<file path="config.mk">
export PLATFORM = sky130hd
export DESIGN_NAME = playlist_line_validator_core
export DESIGN_NICKNAME = d
export VERILOG_FILES = /design/src/rtl/core/plv_pkg.sv /design/src/rtl/core/plv_in_stage.sv /design/src/rtl/core/plv_tracker.sv /design/src/rtl/core/plv_out_stage.sv /design/src/rtl/core/playlist_line_validator_core.sv
export SDC_FILE = /design/constraint.sdc
export NUM_CORES = 1
export LEC_CHECK = 0
export BUFFER_PORTS_ARGS = -buffer_cell sky130_fd_sc_hd__buf_2
export CORE_MARGIN = 5
export CORE_UTILIZATION = 43
export DETAILED_ROUTE_END_ITERATION = 12
export PLACE_DENSITY = 0.68
export SYNTH_ARGS = -nofsm -noshare
export SYNTH_HDL_FRONTEND = slang
export SYNTH_SLANG_ARGS = --single-unit
</file>
<file path="constraint.sdc">
create_clock -name clk -period 4.23 [get_ports clk]
set_clock_uncertainty 0.15 [all_clocks]
set_input_delay 0.2115 -clock clk [delete_from_list [all_inputs] [get_ports clk]]
set_output_delay 0.2115 -clock clk [all_outputs]
set_load 0.05 [all_outputs]
</file>
<file path="src/rtl/core/plv_pkg.sv">
// Shared types and constants for the playlist line validator.
// Depends on nothing; imported by every module of the block.
`timescale 1ns / 1ps

package plv_pkg;

    localparam int NAME_BYTES = 64;
    localparam int URL_BYTES  = 256;
    localparam int ICON_BYTES = 64;
    localparam int MAX_COLS   = 4;
    localparam int NUM_MAX    = 12;
    localparam int BREAK_CAP  = 1023;

    localparam int NAME_W  = $clog2(NAME_BYTES + 1);
    localparam int URL_W   = $clog2(URL_BYTES + 1);
    localparam int ICON_W  = $clog2(ICON_BYTES + 1);
    localparam int COL_W   = $clog2(MAX_COLS + 1);
    localparam int THIRD_W = $clog2(NUM_MAX + 2);
    localparam int BREAK_W = $clog2(BREAK_CAP + 1);
    localparam int BYTE_W  = 8;

    localparam int CAP_A   = (NAME_BYTES > URL_BYTES) ? NAME_BYTES : URL_BYTES;
    localparam int CAP_B   = (ICON_BYTES > NUM_MAX + 1) ? ICON_BYTES : NUM_MAX + 1;
    localparam int CAP_MAX = (CAP_A > CAP_B) ? CAP_A : CAP_B;
    localparam int SUM_W   = $clog2(CAP_MAX + BREAK_CAP + 2);

    localparam int OUT_BITS = 3 + COL_W + NAME_W + URL_W + ICON_W;
    localparam int OUT_W    = ((OUT_BITS + 7) / 8) * 8;

    localparam logic [COL_W-1:0] COL_NAME  = COL_W'(0);
    localparam logic [COL_W-1:0] COL_URL   = COL_W'(1);
    localparam logic [COL_W-1:0] COL_THIRD = COL_W'(2);
    localparam logic [COL_W-1:0] COL_ICON  = COL_W'(3);
    localparam logic [COL_W-1:0] COL_LIMIT = COL_W'(MAX_COLS);

    localparam logic [BYTE_W-1:0] CH_TAB        = 8'h09;
    localparam logic [BYTE_W-1:0] CH_LF         = 8'h0A;
    localparam logic [BYTE_W-1:0] CH_CR         = 8'h0D;
    localparam logic [BYTE_W-1:0] CH_S          = 8'h53;
    localparam logic [BYTE_W-1:0] CH_L          = 8'h4C;
    localparam logic [BYTE_W-1:0] CH_DOT        = 8'h2E;
    localparam logic [BYTE_W-1:0] CH_MINUS      = 8'h2D;
    localparam logic [BYTE_W-1:0] CH_UNDERSCORE = 8'h5F;
    localparam logic [BYTE_W-1:0] CH_PLUS       = 8'h2B;

    typedef enum logic [1:0] {
        NP_NONE   = 2'd0,
        NP_SIGN   = 2'd1,
        NP_DIGITS = 2'd2,
        NP_BAD    = 2'd3
    } num_progress_t;

    typedef struct packed {
        logic [BYTE_W-1:0] line_byte;
        logic              last_byte;
    } plv_item_t;

    typedef struct packed {
        logic [COL_W-1:0]   column_index;
        logic [NAME_W-1:0]  first_length;
        logic [URL_W-1:0]   second_length;
        logic [THIRD_W-1:0] third_length;
        logic [BYTE_W-1:0]  third_first_char;
        num_progress_t      number_progress;
        logic [ICON_W-1:0]  fourth_length;
        logic               picture_ok;
        logic [BREAK_W-1:0] pending_breaks;
    } plv_state_t;

    localparam plv_state_t STATE_RESET = '{
        column_index:     '0,
        first_length:     '0,
        second_length:    '0,
        third_length:     '0,
        third_first_char: '0,
        number_progress:  NP_NONE,
        fourth_length:    '0,
        picture_ok:       1'b1,
        pending_breaks:   '0
    };

endpackage

</file>
<file path="src/rtl/core/plv_in_stage.sv">
// Input register of the playlist line validator: holds one byte transaction.
// Depends on plv_pkg.
`timescale 1ns / 1ps

module plv_in_stage (
    input  logic                       clk,
    input  logic                       rst_n,
    input  logic                       s_axis_tvalid,
    output logic                       s_axis_tready,
    input  logic [plv_pkg::BYTE_W-1:0] s_axis_tdata,   // [7:0] line_byte
    input  logic                       s_axis_tlast,
    input  logic                       advance,
    output logic                       item_valid,
    output plv_pkg::plv_item_t         item
);
    import plv_pkg::*;

    logic      valid_reg;
    logic      valid_next;
    plv_item_t item_reg;
    logic      accept;

    assign s_axis_tready = !valid_reg || advance;
    assign accept        = s_axis_tvalid && s_axis_tready;

    always_comb
    begin
        if (accept)
        begin
            valid_next = 1'b1;
        end
        else if (advance)
        begin
            valid_next = 1'b0;
        end
        else
        begin
            valid_next = valid_reg;
        end
    end

    always_ff @(posedge clk or negedge rst_n)
    begin
        if (!rst_n)
        begin
            valid_reg <= 1'b0;
        end
        else
        begin
            valid_reg <= valid_next;
        end
    end

    always_ff @(posedge clk)
    begin
        if (accept)
        begin
            item_reg.line_byte <= s_axis_tdata;
            item_reg.last_byte <= s_axis_tlast;
        end
    end

    assign item_valid = valid_reg;
    assign item       = item_reg;

endmodule

</file>
<file path="src/rtl/core/plv_tracker.sv">
// Column tracker: per-byte update of column counters, number and picture checks.
// Depends on plv_pkg.
`timescale 1ns / 1ps

module plv_tracker (
    input  logic                clk,
    input  logic                rst_n,
    input  logic                advance,
    input  plv_pkg::plv_item_t  item,
    output plv_pkg::plv_state_t st_next
);
    import plv_pkg::*;

    plv_state_t          st_reg;
    plv_state_t          nx;
    logic                is_break;
    logic                is_tab;
    logic                is_content;
    logic                has_pend;
    logic [SUM_W-1:0]    pend_ext;
    logic [SUM_W-1:0]    inc;
    logic [SUM_W-1:0]    first_sum;
    logic [SUM_W-1:0]    second_sum;
    logic [SUM_W-1:0]    third_sum;
    logic [SUM_W-1:0]    fourth_sum;
    logic [THIRD_W-1:0]  tl_mid;
    num_progress_t       np_mid;
    logic [BYTE_W-1:0]   tfc_mid;
    logic                icon_empty_mid;

    function automatic logic [SUM_W-1:0] sat(input logic [SUM_W-1:0] s,
                                             input logic [SUM_W-1:0] cap);
        return (s > cap) ? cap : s;
    endfunction

    function automatic logic is_digit(input logic [BYTE_W-1:0] c);
        return (c >= 8'h30) && (c <= 8'h39);
    endfunction

    function automatic logic is_pic_char(input logic [BYTE_W-1:0] c);
        return ((c >= 8'h61) && (c <= 8'h7A)) || ((c >= 8'h41) && (c <= 8'h5A)) ||
               is_digit(c) || (c == CH_DOT) || (c == CH_MINUS) || (c == CH_UNDERSCORE);
    endfunction

    assign is_break   = (item.line_byte == CH_CR) || (item.line_byte == CH_LF);
    assign is_tab     = (item.line_byte == CH_TAB);
    assign is_content = !is_break && !is_tab;
    assign has_pend   = (st_reg.pending_breaks != '0);
    assign pend_ext   = SUM_W'(st_reg.pending_breaks);
    assign inc        = SUM_W'(is_content);

    assign first_sum  = sat(SUM_W'(st_reg.first_length) + pend_ext + inc, SUM_W'(NAME_BYTES));
    assign second_sum = sat(SUM_W'(st_reg.second_length) + pend_ext + inc, SUM_W'(URL_BYTES));
    assign third_sum  = sat(SUM_W'(st_reg.third_length) + pend_ext + inc, SUM_W'(NUM_MAX + 1));
    assign fourth_sum = sat(SUM_W'(st_reg.fourth_length) + pend_ext + inc, SUM_W'(ICON_BYTES));

    // flushed breaks are applied before the current byte
    assign tl_mid  = has_pend ? third_sum[THIRD_W-1:0] : st_reg.third_length;
    assign np_mid  = has_pend ? NP_BAD : st_reg.number_progress;
    assign tfc_mid = (has_pend && (st_reg.third_length == '0)) ? '0 : st_reg.third_first_char;
    assign icon_empty_mid = (st_reg.fourth_length == '0) && !has_pend;

    always_comb
    begin
        nx = st_reg;
        if (is_break)
        begin
            if (st_reg.pending_breaks != BREAK_W'(BREAK_CAP))
            begin
                nx.pending_breaks = st_reg.pending_breaks + BREAK_W'(1);
            end
        end
        else
        begin
            nx.pending_breaks = '0;
            if (is_tab && (st_reg.column_index < COL_LIMIT))
            begin
                nx.column_index = st_reg.column_index + COL_W'(1);
            end
            unique case (st_reg.column_index)
                COL_NAME:
                begin
                    nx.first_length = first_sum[NAME_W-1:0];
                end
                COL_URL:
                begin
                    nx.second_length = second_sum[URL_W-1:0];
                end
                COL_THIRD:
                begin
                    nx.third_length     = third_sum[THIRD_W-1:0];
                    nx.number_progress  = np_mid;
                    nx.third_first_char = tfc_mid;
                    if (is_content)
                    begin
                        if (tl_mid == '0)
                        begin
                            nx.third_first_char = item.line_byte;
                            if ((item.line_byte == CH_MINUS) || (item.line_byte == CH_PLUS))
                            begin
                                nx.number_progress = NP_SIGN;
                            end
                            else if (is_digit(item.line_byte))
                            begin
                                nx.number_progress = NP_DIGITS;
                            end
                            else
                            begin
                                nx.number_progress = NP_BAD;
                            end
                        end
                        else if (np_mid != NP_BAD)
                        begin
                            nx.number_progress = is_digit(item.line_byte) ? NP_DIGITS : NP_BAD;
                        end
                    end
                end
                COL_ICON:
                begin
                    nx.fourth_length = fourth_sum[ICON_W-1:0];
                    if (has_pend || (is_content && (!is_pic_char(item.line_byte) ||
                        (icon_empty_mid && (item.line_byte == CH_DOT)))))
                    begin
                        nx.picture_ok = 1'b0;
                    end
                end
                default:
                begin
                    // fifth column and beyond: drop content
                end
            endcase
        end
    end

    always_ff @(posedge clk or negedge rst_n)
    begin
        if (!rst_n)
        begin
            st_reg <= STATE_RESET;
        end
        else if (advance)
        begin
            st_reg <= item.last_byte ? STATE_RESET : nx;
        end
    end

    assign st_next = nx;

`ifndef NO_ASSERTIONS
    a_clear_after_last: assert property (@(posedge clk) disable iff (!rst_n)
        (advance && item.last_byte) |=> (st_reg.column_index == '0) &&
            (st_reg.pending_breaks == '0) && st_reg.picture_ok)
        else $error("tracker state not cleared after last byte");

    a_col_bound: assert property (@(posedge clk) disable iff (!rst_n)
        st_reg.column_index <= COL_LIMIT)
        else $error("column index beyond saturation");

    a_third_bound: assert property (@(posedge clk) disable iff (!rst_n)
        st_reg.third_length <= THIRD_W'(NUM_MAX + 1))
        else $error("third column length beyond saturation");
`endif

endmodule

</file>
<file path="src/rtl/core/plv_out_stage.sv">
// Verdict logic and result register of the playlist line validator.
// Depends on plv_pkg; fed by plv_tracker and plv_in_stage.
`timescale 1ns / 1ps

module plv_out_stage (
    input  logic                      clk,
    input  logic                      rst_n,
    input  logic                      item_valid,
    input  logic                      item_last,
    input  plv_pkg::plv_state_t       nx,
    output logic                      advance,
    output logic                      m_axis_tvalid,
    input  logic                      m_axis_tready,
    // [0] line_valid, [1] name_from_list, [2] own_dialect, [5:3] column_count,
    // [12:6] name_length, [21:13] url_length, [28:22] icon_length
    output logic [plv_pkg::OUT_W-1:0] m_axis_tdata
);
    import plv_pkg::*;

    logic              valid_reg;
    logic              valid_next;
    logic [OUT_W-1:0]  data_reg;
    logic [OUT_W-1:0]  data_next;
    logic              own;
    logic              from_list;
    logic              base_ok;
    logic              line_ok;
    logic [COL_W-1:0]  cols;
    logic [ICON_W-1:0] icon_len;
    logic              load;

    assign advance = item_valid && (!item_last || !valid_reg || m_axis_tready);
    assign load    = advance && item_last;

    assign own = (nx.column_index >= COL_THIRD) && (nx.third_length == THIRD_W'(1)) &&
                 ((nx.third_first_char == CH_S) || (nx.third_first_char == CH_L));
    assign from_list = own && (nx.third_first_char == CH_L);

    assign base_ok = (nx.column_index != COL_NAME) && (nx.column_index <= COL_ICON) &&
                     (nx.first_length != '0) && (nx.first_length < NAME_W'(NAME_BYTES)) &&
                     (nx.second_length != '0) && (nx.second_length < URL_W'(URL_BYTES));

    always_comb
    begin
        line_ok  = base_ok;
        icon_len = '0;
        if (own)
        begin
            if (nx.column_index == COL_ICON)
            begin
                icon_len = nx.fourth_length;
                if ((nx.fourth_length != '0) &&
                    ((nx.fourth_length >= ICON_W'(ICON_BYTES)) || !nx.picture_ok))
                begin
                    line_ok = 1'b0;
                end
            end
        end
        else
        begin
            if (nx.column_index == COL_ICON)
            begin
                line_ok = 1'b0;
            end
            if ((nx.column_index == COL_THIRD) && (nx.third_length != '0) &&
                ((nx.third_length > THIRD_W'(NUM_MAX)) || (nx.number_progress != NP_DIGITS)))
            begin
                line_ok = 1'b0;
            end
        end
    end

    assign cols = (nx.column_index >= COL_LIMIT) ? COL_LIMIT : nx.column_index + COL_W'(1);

    assign data_next = OUT_W'({icon_len, nx.second_length, nx.first_length, cols,
                               own, from_list, line_ok});

    always_comb
    begin
        if (load)
        begin
            valid_next = 1'b1;
        end
        else if (m_axis_tready)
        begin
            valid_next = 1'b0;
        end
        else
        begin
            valid_next = valid_reg;
        end
    end

    always_ff @(posedge clk or negedge rst_n)
    begin
        if (!rst_n)
        begin
            valid_reg <= 1'b0;
        end
        else
        begin
            valid_reg <= valid_next;
        end
    end

    always_ff @(posedge clk)
    begin
        if (load)
        begin
            data_reg <= data_next;
        end
    end

    assign m_axis_tvalid = valid_reg;
    assign m_axis_tdata  = data_reg;

`ifndef NO_ASSERTIONS
    a_adv_item: assert property (@(posedge clk) disable iff (!rst_n)
        advance |-> item_valid)
        else $error("advance without a held byte");

    a_no_overwrite: assert property (@(posedge clk) disable iff (!rst_n)
        (valid_reg && !m_axis_tready) |-> !load)
        else $error("result register overwritten while stalled");

    a_cols_range: assert property (@(posedge clk) disable iff (!rst_n)
        valid_reg |-> (data_reg[3 +: COL_W] != '0) && (data_reg[3 +: COL_W] <= COL_LIMIT))
        else $error("column count out of range");
`endif

endmodule

</file>
<file path="src/rtl/core/playlist_line_validator_core.sv">
// Top level of the playlist line validator: input register, tracker, verdict.
// Depends on plv_pkg, plv_in_stage, plv_tracker and plv_out_stage.
`timescale 1ns / 1ps

// One byte transaction is taken per clock cycle unless the input side stalls;
// the limit is the combinational counter and flag update in the tracker
// between the input register and the state registers. No transaction is
// produced for bytes without tlast; the verdict for the byte with tlast is
// loaded into the result register as that byte leaves the input register.
// The input side stalls only when a last byte arrives while the previous
// verdict waits in the result register. State clears after every last byte.
module playlist_line_validator_core (
    input  logic                       clk,
    input  logic                       rst_n,
    input  logic                       s_axis_tvalid,
    output logic                       s_axis_tready,
    input  logic [plv_pkg::BYTE_W-1:0] s_axis_tdata,   // [7:0] line_byte
    input  logic                       s_axis_tlast,   // last_byte
    output logic                       m_axis_tvalid,
    input  logic                       m_axis_tready,
    // [0] line_valid, [1] name_from_list, [2] own_dialect, [5:3] column_count,
    // [12:6] name_length, [21:13] url_length, [28:22] icon_length, rest zero
    output logic [plv_pkg::OUT_W-1:0]  m_axis_tdata
);
    import plv_pkg::*;

    logic       advance;
    logic       item_valid;
    plv_item_t  item;
    plv_state_t st_next;

    plv_in_stage u_in_stage (
        .clk           (clk),
        .rst_n         (rst_n),
        .s_axis_tvalid (s_axis_tvalid),
        .s_axis_tready (s_axis_tready),
        .s_axis_tdata  (s_axis_tdata),
        .s_axis_tlast  (s_axis_tlast),
        .advance       (advance),
        .item_valid    (item_valid),
        .item          (item)
    );

    plv_tracker u_tracker (
        .clk     (clk),
        .rst_n   (rst_n),
        .advance (advance),
        .item    (item),
        .st_next (st_next)
    );

    plv_out_stage u_out_stage (
        .clk           (clk),
        .rst_n         (rst_n),
        .item_valid    (item_valid),
        .item_last     (item.last_byte),
        .nx            (st_next),
        .advance       (advance),
        .m_axis_tvalid (m_axis_tvalid),
        .m_axis_tready (m_axis_tready),
        .m_axis_tdata  (m_axis_tdata)
    );

endmodule
</file>
Yosys cells after proc, flatten, opt, wreduce, memory -nomap -nowiden
Cells that the tools add are included.
Widths: inputs -> output; s select.
{"block": "totals", "ff_bits": 91, "elab_cells": 156, "in_bits": 13, "out_inout_bits": 34}
{"block": "classes", "muxes": 32, "add_sub_neg": 11, "order_cmp": 18, "n_eq_ne": 19, "n_reduce_logical": 60}
{"op": "$mux 51", "n": 1}
{"op": "$add 11x1->11", "n": 4}
{"op": "$mux 41", "n": 1}
{"op": "$mux 10", "n": 3}
{"op": "$eq 8x4->1 const B", "n": 3}
{"op": "$eq 8x6->1 const B", "n": 3}
{"op": "$eq 8x7->1 const B", "n": 3}
{"op": "$mux 8", "n": 3}
{"op": "$logic_and 1x1->1", "n": 23}
{"op": "$add 7x10->11", "n": 2}
{"op": "$gt 11x7->1 const B", "n": 2}
{"op": "$mux 7", "n": 3}
{"op": "$mux 9", "n": 2}
{"op": "$ge 8x7->1 const B", "n": 2}
{"op": "$le 8x7->1 const B", "n": 2}
{"op": "$logic_or 1x1->1", "n": 15}
{"op": "$mux 14", "n": 1}
{"op": "$reduce_bool 7->1", "n": 2}
{"op": "$eq 3x2->1 const B", "n": 4}
{"op": "$add 4x10->11", "n": 1}
{"op": "$add 9x10->11", "n": 1}
{"op": "$gt 11x4->1 const B", "n": 1}
{"op": "$gt 11x9->1 const B", "n": 1}
{"op": "$mux 1", "n": 11}
{"op": "other kinds (30)", "n": 46}

Logic depth before layout (Yosys ltp)
Gate-level depths: netlist of the first run.
{"block": "logic_depth", "word_depth": 23, "depth_mapped": 18, "ltp_nobuf": 15}

By module
A second synthesis of the first run with hierarchy kept.
{"block": "unflattened", "hier_cells": 630, "area_unflattened_um2": 6148.4}
{"mod": "plv_tracker", "seq_area_each_um2": 1277.5, "area_each_um2": 4539.4, "instances": 1, "cells_per_inst": 533}
{"mod": "plv_out_stage", "seq_area_each_um2": 895.9, "area_each_um2": 1285.0, "instances": 1, "cells_per_inst": 84}
{"mod": "plv_in_stage", "seq_area_each_um2": 295.3, "area_each_um2": 324.1, "instances": 1, "cells_per_inst": 13}

Least setup slack after synthesis of the first run
Ideal clock, no wire load.
{"block": "synth_path", "path_kind": "flip-flop to flip-flop", "start": "reg u_in_stage.item_reg, in the netlist u_in_stage.item[8]", "end": "reg u_out_stage.data_reg[0] (netlist: u_out_stage.m_axis_tdata[0]), data pin", "arrival_time_ps": 4336, "setup_slack_ps": -446, "setup_ps": 190, "synth_period_minus_slack_ps": 4676, "n_path_buf": 1, "stages_incl_launch_ff": 17, "t_required_ps": 3890, "cell_sequence": "edfxtp_1 > or4b_1 > buf_2 > a211oi_4 > inv_2 > fa_1 > inv_1 > fa_1 > xor2_1 > nand2_1 > a211oi_1 > and3_1 > o21ai_0 > a221oi_1 > and4b_1 > o21ai_1 > a2111oi_2"}
{"block": "synth_via", "elab_chain_cells": 20, "word_cells_on_any_way": 95, "classes_between": "add/sub (4); order compare (16); eq/ne (13); mux (23); reduce/logical (39)"}
{"element": "from (decl)", "line_no": "plv_in_stage.sv:20", "rtl": "plv_item_t item_reg;"}
{"element": "branches (longest 13 deep; another with $add 11x1->11)"}
{"element": "$mux 41 *", "line_no": "plv_tracker.sv:66", "rtl": "if (is_break)"}
{"element": "branches (longest 5 deep; another with $lt 7x7->1)"}
{"element": "$mux 1 *", "line_no": "plv_out_stage.sv:47", "rtl": "if (own)"}
{"element": "net u_out_stage.line_ok", "line_no": "plv_out_stage.sv:27", "rtl": "logic line_ok;"}
{"element": "to (signal assigned)", "line_no": "plv_out_stage.sv:110", "rtl": "data_reg <= data_next;"}
{"element": "to (decl)", "line_no": "plv_out_stage.sv:22", "rtl": "logic [OUT_W-1:0] data_reg;"}
Mark *: on every way through the listed nets, which the timed path passes.
A chain may end at the register's enable or synchronous reset.

Worst setup path in the final report of the first run
{"block": "layout_path", "start": "reg u_in_stage.item_reg, in the netlist u_in_stage.item[5]", "end": "reg u_out_stage.data_reg[25] (netlist: u_out_stage.m_axis_tdata[25]), data pin"}
{"block": "layout_via", "elab_chain_cells": 17, "word_cells_on_any_way": 31, "classes_between": "add/sub (2); order compare (3); eq/ne (7); mux (9); reduce/logical (10)"}
{"element": "$eq 8x4->1", "line_no": "plv_tracker.sv:45", "rtl": "assign is_break = (item.line_byte == CH_CR) || (item.line_byte == CH_LF);"}
{"element": "$logic_or 1x1->1", "line_no": "plv_tracker.sv:45"}
{"element": "$logic_not 1->1", "line_no": "plv_tracker.sv:47", "rtl": "assign is_content = !is_break && !is_tab;"}
{"element": "$logic_and 1x1->1", "line_no": "plv_tracker.sv:47"}
{"element": "$add 11x1->11", "line_no": "plv_tracker.sv:54", "rtl": "assign third_sum = sat(SUM_W'(st_reg.third_length) + pend_ext + inc, SUM_W'(NUM_MAX + 1));"}
{"element": "$gt 11x4->1", "line_no": "plv_tracker.sv:33", "rtl": "return (s > cap) ? cap : s;"}
{"element": "$mux 4", "line_no": "plv_tracker.sv:33"}
{"element": "$mux 4", "line_no": "plv_tracker.sv:58", "rtl": "assign tl_mid = has_pend ? third_sum[THIRD_W-1:0] : st_reg.third_length;"}
{"element": "$logic_not 4->1", "line_no": "plv_tracker.sv:96", "rtl": "if (tl_mid == '0)"}
{"element": "$mux 8", "line_no": "plv_tracker.sv:96"}
{"element": "$mux 10", "line_no": "plv_tracker.sv:94", "rtl": "if (is_content)"}
{"element": "$mux 14", "line_no": "plv_tracker.sv:80", "rtl": "unique case (st_reg.column_index)"}
{"element": "$mux 41 *", "line_no": "plv_tracker.sv:66"}
{"element": "$eq 8x7->1", "line_no": "plv_out_stage.sv:36", "rtl": "((nx.third_first_char == CH_S) || (nx.third_first_char == CH_L));"}
{"element": "$logic_or 1x1->1", "line_no": "plv_out_stage.sv:36"}
{"element": "$logic_and 1x1->1", "line_no": "plv_out_stage.sv:35", "rtl": "assign own = (nx.column_index >= COL_THIRD) && (nx.third_length == THIRD_W'(1)) &&"}
{"element": "$reduce_and 2->1 (no line)"}
Every way passes the cells marked *; elsewhere a longest branch is shown, timed or not.

==> impl_metrics.ini, run 1 <==
[status]
outcome = finished, violations left
violations = setup timing

[yosys]
synth_area_sq_um = 6190
async_flop_share = 0.582
synth_seq_cells = 91
ys.flop_type = dfrtp_1
yosys_warnings = 0
avgSynthCellArea_sq_um = 9.44
ys_seq_area_frac = 0.399
ys_types = 78
syn_inst = 655
synth_edf_count = 38

[worst_hold_path]
worstHoldPathType = primary input to flop
min_to = u_out_stage.m_axis_tvalid
hold_depth = 3
min-delay-start = m_axis_tready

[cells_and_area]
diodes = 0
finish.utilization = 0.550
nets = 830
area_delta_synth_final_pct = 24.4
drive_above_1_share = 0.241
layout.cells.non_filler = 961
fillers = 1222
final_common_cell = buf_4
largest_reg_flops = 41
mostFrequentLayoutCells = buf_4 (74), nor2_1 (64), nand2_1 (53), dfrtp_1 (52), buf_2 (43)

[place]
dp_hpwl_microns = 13100
place_inst = 927
port_buffers = 43
place_congestion = 0.984

[clock_network]
path_clk_slew_ps = 60
cts_buffers = 9
clock_sinks = 91
cts_tree = built
htreeDepth = 3
cts-root-buf = clkbuf_16
clk_latency_ps = 360
cts_buffer_depth = 2

[pwr]
p_leak_uw = 0.00339
vdd_drop_max_v = 0.000288
powerDensity_nw_per_um2 = 291

[sta]
setup_slack_ps = -174
period_needed_ps = 4400
rsz0062_at_grt = true
timing.final.crit_share = 1.04
slew_viol_final = 0
tightest_slew_ps = 739
finalSetupViolCount = 21
hold_viol = 0
relSlewSlack = 0.506
fmax_mhz = 227

[setup_path]
critPathTopFamily = simple AND/OR/NAND/NOR gates
cp.required_ps = 4290
r2r_slack_ps = -170
cp_max_fo = 6
crit_path_top_delay_cell = or4b_4
worstReg2RegStart = u_in_stage.item[5]
reg2reg_to = u_out_stage.m_axis_tdata[25]
crit_path_end_kind = flop
reg2reg_depth = 17
path_cells = or4b_4 -> a211oi_4 -> buf_6 -> inv_4 -> fa_2 -> inv_2 -> fa_2 -> xor2_2 -> nand2_2 -> a211oi_4 -> and3_4 -> o211ai_1 -> or3_4 -> nor4b_4 -> o2111ai_2 -> buf_6 -> nor2_2
worst-path-buf-inv = 4
setup.worst_path.start_class = flop
crit_type = flop to flop
crit_cells = 17
cp_slowest_stage_delay_ps = 570
worstPathArrival_ps = 4470

[routing]
vias = 5777
drtAntennaViolNets = 0
drcViolationCount = 0
avgViaCountPerCell = 6.01
wl_per_cell_microns = 19.0
drtPass1Iterations = 5
routed_wl_microns = 18200
drtIter0Drc = 569

[die]
die_width_microns = 130
core_area_sq_um = 14000
initial_core_util = 0.442
io_pins = 47
die_h_microns = 130
rows = 43
die_area_sq_um = 16900

[flow_run]
drv_cap = 0

[grt]
grt_pass1_wl_microns = 29200
globalRoute.totalOverflow = 0
grt_start_max_net_pins = 54
grt_usage = 0.220
first_global_vias = 5685
antenna_found_initial = 0
tightest hold or removal path, cell delays in order:
cell and delay [ps]:
buf_2 100, inv_1 90, a21o_1 120
cells by family after synthesis:
| group | count (synthesis) | share of synthesized area |
|---|---|---|
| muxes | 7 | 0.0115 |
| AOI/OAI and AO/OA | 200 | 0.230 |
| xor gates and xnor gates | 25 | 0.0354 |
| adders and majority gates | 41 | 0.0926 |
| DFF | 91 | 0.399 |
| and+or+nand+nor | 233 | 0.194 |
| buffers and inverters | 57 | 0.0374 |
| other | 1 | 0.000606 |
timing repair:
action	CTS	global route
hold endpoints to repair	62	0
hold buffers	11	0
buffers inserted	3	3
cloned	0	1
resized for setup	24	13
pin swaps	13	6
endpoints found under the setup margin	23	35
how the worst max path moves through the flow:
stage,start,to
2_1_floorplan,u_in_stage.item[8],u_out_stage.m_axis_tdata[0]
3_3_place_gp,u_in_stage.item[8],u_out_stage.m_axis_tdata[22]
3_5_place_dp,u_in_stage.item[7],u_out_stage.m_axis_tdata[25]
4_1_cts,u_in_stage.item[5],u_out_stage.m_axis_tdata[25]
5_1_grt,u_in_stage.item[5],u_out_stage.m_axis_tdata[26]
6_report,u_in_stage.item[5],u_out_stage.m_axis_tdata[25]
per-stage QoR:
stage	cell area [sq um]	total power [uW]	hold slack, ps	TNS [ps]	setup slack, ps
after floorplan	6270	1300	-234	-1550	-282
after global placement	7130	1430	239	-2540	-195
after detailed placement	7130	1440	240	-5160	-383
after CTS	7620	2230	18.6	-920	-115
after global routing	7690	2340	51.4	-5880	-361
final	7690	2240	51.9	-2210	-174
cell usage after synthesis, drive strengths merged (9+ instances only):
cell type  instances  area (sq um)
and3              11          68.8
edfxtp            38          1140
xor2              10          87.6
dfrtp             52          1300
and2               9          56.3
o21ai             48           240
nand3             14          70.1
a22oi             10          75.1
nand2             54           203
a22o              22           193
inv               34           128
a32o              11           110
nor4              12          75.1
ha                33           413
clkbuf            17          63.8
xnor2             15           131
nor3              11          55.1
nor2              68           255
a21oi             34           170
nor2b             10          62.6
per-layer routing:
layer,GRT usage,vias to the layer above,part of all wire
met5,0,-,0
met4,0.0807,0,0.031
met3,0.0409,46,0.062
met2,0.374,213,0.48
met1,0.282,2825,0.43
li1,-,2693,-
report_power, final:
part	total (uW)	switching [uW]	internal (uW)
combinational	458	281	177
clock	776	359	417
sequential	1000	36.5	968
final cells by class:
class | count | area (sq um) | area share
clock buffers | 11 | 243 | 0.0315
clock inverters | 5 | 37.5 | 0.00488
inverters | 34 | 130 | 0.0169
multi-input cells | 509 | 3680 | 0.478
flip-flops and latches | 91 | 2470 | 0.321
well taps | 180 | 225 | 0.0293
repair buffers | 131 | 915 | 0.119
Power figures use the tool's default switching activity.
==> inputs of run 2 (changes only) <==
--- a/config.mk
+++ b/config.mk
@@ -8,8 +8,9 @@
 export BUFFER_PORTS_ARGS = -buffer_cell sky130_fd_sc_hd__buf_2
 export CORE_MARGIN = 5
 export CORE_UTILIZATION = 43
+export CTS_BUF_LIST = sky130_fd_sc_hd__clkbuf_8
 export DETAILED_ROUTE_END_ITERATION = 12
-export PLACE_DENSITY = 0.68
+export SKIP_CTS_REPAIR_TIMING = 1
 export SYNTH_ARGS = -nofsm -noshare
 export SYNTH_HDL_FRONTEND = slang
 export SYNTH_SLANG_ARGS = --single-unit
==> impl_metrics.ini, run 2 (synthesized netlist as in run 1, its figures left out) <==
[routing]
drtAntennaViolNets = 0
top_layer = met4
drtIter0Drc = 419
drcViolationCount = 0
met1_length_microns = 8350
drtPass1Iterations = 5
wl_met3_microns = 919
avgViaCountPerCell = 5.99
wl_per_cell_microns = 19.7
route.met2.wl_microns = 8950
vias = 5753
routed_wl_microns = 18900

[sta]
setup_slack_ps = -309
period_needed_ps = 4540
tightest_slew_ps = 995
timing.final.crit_share = 1.07
slew_viol_final = 0
tns_ps = -5100
finalSetupViolCount = 22
rsz0062_at_grt = true
relSlewSlack = 0.334
hold_viol = 0
fmax_mhz = 220

[setup_path]
worst-path-buf-inv = 2
cp_slowest_stage_delay_ps = 570
crit_path_top_delay_cell = or4b_4
setup.worst_path.start_class = flop
critPathTopFamily = simple AND/OR/NAND/NOR gates
r2r_slack_ps = -310
crit_path_end_kind = flop
path_cells = or4b_4 -> a211oi_4 -> buf_6 -> inv_4 -> fa_2 -> and3_4 -> or3_4 -> a211oi_4 -> and3_4 -> o211ai_1 -> or3_4 -> nor4b_4 -> o21ai_2 -> a2111oi_2
cp_max_fo = 3
crit_type = flop to flop
cp.required_ps = 4280
worstPathArrival_ps = 4590

[grt]
grt_usage = 0.226
grt_start_max_net_pins = 54
grt_pass1_wl_microns = 29800
antenna_found_initial = 0
first_global_vias = 5627
globalRoute.totalOverflow = 0

[pwr]
clockPowerShare = 0.307
combPwrFrac = 0.217
pwr-share-seq = 0.476
p_leak_uw = 0.00337
finalPower_uw = 2110
switching_power_uw = 685
p_sw_frac = 0.325
cellInternalPower_uw = 1420
vdd_drop_max_v = 0.000169
powerDensity_nw_per_um2 = 275

[place]
place_congestion = 0.968
place_inst = 926
port_buffers = 43
dp_hpwl_microns = 13700
place_area_sq_um = 7120
dp_slack_ps = -380

[status]
outcome = finished, violations left
violations = setup timing

[die]
die_area_sq_um = 16900
initial_core_util = 0.442
core_area_sq_um = 14000
die_h_microns = 130
rows = 43
io_pins = 47
die_width_microns = 130

[cells_and_area]
final_common_cell = buf_4
layout.cells.non_filler = 960
diodes = 0
mostFrequentLayoutCells = buf_4 (71), nor2_1 (61), nand2_1 (53), dfrtp_1 (52), buf_2 (43)
nets = 829
finalInstanceArea_sq_um = 7660
drive_above_1_share = 0.251
fillers = 1226
area_delta_synth_final_pct = 23.9
largest_reg_flops = 41

[clock_network]
htreeDepth = 3
cts-root-buf = clkbuf_8
path_clk_slew_ps = 110
cts_buffers = 9
cts_tree = built
cts_buffer_depth = 2
clk_latency_ps = 400
clock_sinks = 91

[flow_run]
drv_cap = 0

[worst_hold_path]
worstHoldPathType = primary input to asynchronous set/reset pin
-- run 2: cell types whose count changed in the layout (fill, tap and decap cells not counted), moves of 3 or more --
cell	previous run	this run
clkbuf_16	9	0
clkbuf_8	1	9
nor2_1	64	61
nor2_2	4	7
buf_4	74	71
-- run 2: final cells by class --
cell class                      instances  area, sq um  share of cell area
Inverter                               34          130              0.0170
Timing Repair Buffer                  130          922               0.120
Clock buffer                            9          124              0.0162
Multi-Input combinational cell        509         3710               0.485
Clock inverter                          7         80.1              0.0104
Sequential cell                        91         2470               0.322
Tap cell                              180          225              0.0294
-- run 2: power by group through the flow --
stage	Clock (uW)	Sequential [uW]	Combinational (uW)
finish	647	1000	458
detailed placement	0	1020	423
global placement	0	1020	418
global route	698	1010	502
floorplan	0	1070	228
CTS	666	1000	425
-- run 2: worst reg2reg max path, cell delays in order (launching register included) --
cell       delay (ps)
edfxtp_1          410
or4b_4            570
a211oi_4          220
buf_6             160
inv_4              40
fa_2              360
and3_4            200
or3_4             390
a211oi_4          290
and3_4            260
o211ai_1          120
or3_4             400
nor4b_4           330
o21ai_2           140
a2111oi_2         300
-- run 2: routing by layer --
metal | up-vias | GRT usage
met2 | 195 | 0.365
met3 | 55 | 0.0295
met4 | 0 | 0.114
li1 | 2696 | -
met1 | 2807 | 0.300
met5 | - | 0
-- run 2: metrics by stage --
| stage | hold WS [ps] | utilization |
|---|---|---|
| floorplan | -234 | - |
| global placement | 238 | 0.509 |
| detailed placement | 240 | 0.509 |
| CTS | -181 | 0.524 |
| global route | 364 | 0.548 |
| finish | 337 | 0.548 |
-- run 2: worst paths after layout --
kind	start	to	depth (start not counted)
max	u_in_stage.item[8]	u_out_stage.m_axis_tdata[0]	14
min	rst_n	u_tracker.st_reg[24]	3
max reg2reg	u_in_stage.item[8]	u_out_stage.m_axis_tdata[0]	14
min reg2reg	u_tracker.st_reg[25]	u_tracker.st_reg[25]	2
max in group asynchronous	rst_n	u_tracker.st_reg[48]	3
min in group clk	u_tracker.st_reg[25]	u_tracker.st_reg[25]	2
==> inputs of run 3 (changes only) <==
--- a/config.mk
+++ b/config.mk
@@ -6,6 +6,7 @@
 export NUM_CORES = 1
 export LEC_CHECK = 0
 export BUFFER_PORTS_ARGS = -buffer_cell sky130_fd_sc_hd__buf_2
+export CORE_ASPECT_RATIO = 0.8
 export CORE_MARGIN = 5
 export CORE_UTILIZATION = 43
 export CTS_BUF_LIST = sky130_fd_sc_hd__clkbuf_8
==> impl_metrics.ini, run 3 (synthesized netlist as in run 1, its figures left out) <==
[status]
outcome = finished, violations left
violations = setup timing

[sta]
hold_viol = 0
slew_viol_final = 0
tightest_slew_ps = 827
fmax_mhz = 226
setup_slack_ps = -194
rsz0062_at_grt = true
finalSetupViolCount = 20
tns_ps = -2840
relSlewSlack = 0.447
period_needed_ps = 4420
timing.final.crit_share = 1.05

[worst_hold_path]
worstHoldPathType = flop to flop

[place]
place_congestion = 0.877
dp_hpwl_microns = 13800
port_buffers = 43

[clock_network]
clock_sinks = 91
htreeDepth = 3
path_clk_slew_ps = 100
clk_latency_ps = 400
cts_tree = built
cts_buffers = 9
cts_buffer_depth = 2
cts-root-buf = clkbuf_8

[cells_and_area]
final_common_cell = buf_4
area_delta_synth_final_pct = 27.4
largest_reg_flops = 41
drive_above_1_share = 0.278
finish.utilization = 0.555
final-seq-area_sq_um = 2470
fillers = 1266
mostFrequentLayoutCells = buf_4 (88), nor2_1 (65), nand2_1 (52), dfrtp_1 (52), buf_2 (43)
multi_input_area_sq_um = 3800
nets = 847
diodes = 0

[routing]
avgViaCountPerCell = 5.91
drtPass1Iterations = 5
wl_per_cell_microns = 19.4
drtIter0Drc = 463
routed_wl_microns = 19000
drcViolationCount = 0
vias = 5805
drtAntennaViolNets = 0

[die]
core_area_sq_um = 14200
rows = 39
initial_core_util = 0.436
die_h_microns = 117
io_pins = 47
die_area_sq_um = 16900
die_width_microns = 144

[setup_path]
crit_path_end_kind = flop
worstPathArrival_ps = 4540
worst-path-buf-inv = 5
crit_type = flop to flop
crit_path_top_delay_cell = or4b_4
critPathTopFamily = simple AND/OR/NAND/NOR gates
cp_max_fo = 6
cp.required_ps = 4350
cp_slowest_stage_delay_ps = 570
path_cells = or4b_4 -> a211oi_4 -> buf_6 -> inv_4 -> buf_8 -> fa_2 -> inv_2 -> fa_2 -> nor2b_2 -> o21ai_2 -> nand2_1 -> nor2_1 -> nor2_1 -> nor4_1 -> or3b_4 -> a2111oi_4 -> buf_4 -> a22o_1
setup.worst_path.start_class = flop

[pwr]
clockPowerShare = 0.286
combPwrFrac = 0.241
p_sw_frac = 0.338
vdd_drop_max_v = 0.000161
pwr-share-seq = 0.473
cellInternalPower_uw = 1400
switching_power_uw = 716
p_leak_uw = 0.00345
powerDensity_nw_per_um2 = 269

[grt]
antenna_found_initial = 0
grt_usage = 0.228
grt_start_max_net_pins = 54
globalRoute.totalOverflow = 0
first_global_vias = 5623
grt_pass1_wl_microns = 29800

[flow_run]
drv_cap = 0
## run 3: changes by cell type in the layout (fill, tap and decap cells not counted), moves of 2 or more
cell,before,now
buf_4,71,88
nor2_1,61,65
nor2_2,7,3
a21oi_1,31,29
a21oi_2,3,5
a22oi_1,10,8
a22oi_2,0,2
o21ai_4,0,2
## run 3: power by group through the flow
| stage | Sequential [uW] | Clock [uW] | Combinational, uW |
|---|---|---|---|
| 2_1_floorplan | 1070 | 0 | 228 |
| 3_3_place_gp | 1020 | 0 | 443 |
| 3_5_place_dp | 1020 | 0 | 452 |
| 4_1_cts | 1000 | 627 | 457 |
| 5_1_grt | 1010 | 660 | 553 |
| 6_report | 1000 | 605 | 511 |
## run 3: worst paths after layout
path / start / slack, ps / depth (start not counted) / endpoint
worst max-delay path: u_in_stage.item[5] / -190 / 18 / u_out_stage.m_axis_tdata[14]
worst min-delay path: u_tracker.st_reg[27] / 320 / 2 / u_tracker.st_reg[27]
worst max register to register: u_in_stage.item[5] / -190 / 18 / u_out_stage.m_axis_tdata[14]
worst min register to register: u_tracker.st_reg[27] / 320 / 2 / u_tracker.st_reg[27]
max in group asynchronous: rst_n / 3040 / 3 / u_tracker.pend_ext[7]
min in group asynchronous: rst_n / 360 / 3 / u_tracker.st_reg[33]
## run 3: stage by stage
step / cell area [sq um] / power (uW) / setup slack (ps) / hold slack [ps] / std cells
after global placement: 7210 / 1460 / -272 / 238 / 941
after floorplan: 6270 / 1300 / -282 / -234 / 657
after detailed placement: 7210 / 1470 / -338 / 240 / 941
final: 7880 / 2120 / -194 / 323 / 982
after CTS: 7400 / 2090 / -379 / -190 / 957
after global routing: 7880 / 2220 / -314 / 345 / 982
## run 3: worst reg2reg max path, stage by stage (launching register included)
cell and delay (ps):
edfxtp_1 390, or4b_4 570, a211oi_4 180, buf_6 160, inv_4 50, buf_8 110, fa_2 390, inv_2 70
fa_2 210, nor2b_2 50, o21ai_2 150, nand2_1 60, nor2_1 120, nor2_1 70, nor4_1 330, or3b_4 450
a2111oi_4 440, buf_4 220, a22o_1 130
## run 3: final cells by class
cell class / instances / share of cell area
Multi-Input combinational cell: 509 / 0.482
Sequential cell: 91 / 0.313
Timing Repair Buffer: 148 / 0.135
Tap cell: 184 / 0.0292
Inverter: 34 / 0.0165
Clock buffer: 9 / 0.0157
Clock inverter: 7 / 0.00873
## run 3: metal layers
metal / vias up / GRT usage / wire [microns] / part of all wire
met3: 18 / 0.0569 / 1380 / 0.073
met5: - / 0 / 0 / 0
li1: 2729 / - / - / -
met4: 0 / 0.0483 / 220 / 0.012
met2: 200 / 0.352 / 8530 / 0.45
met1: 2858 / 0.325 / 8870 / 0.47
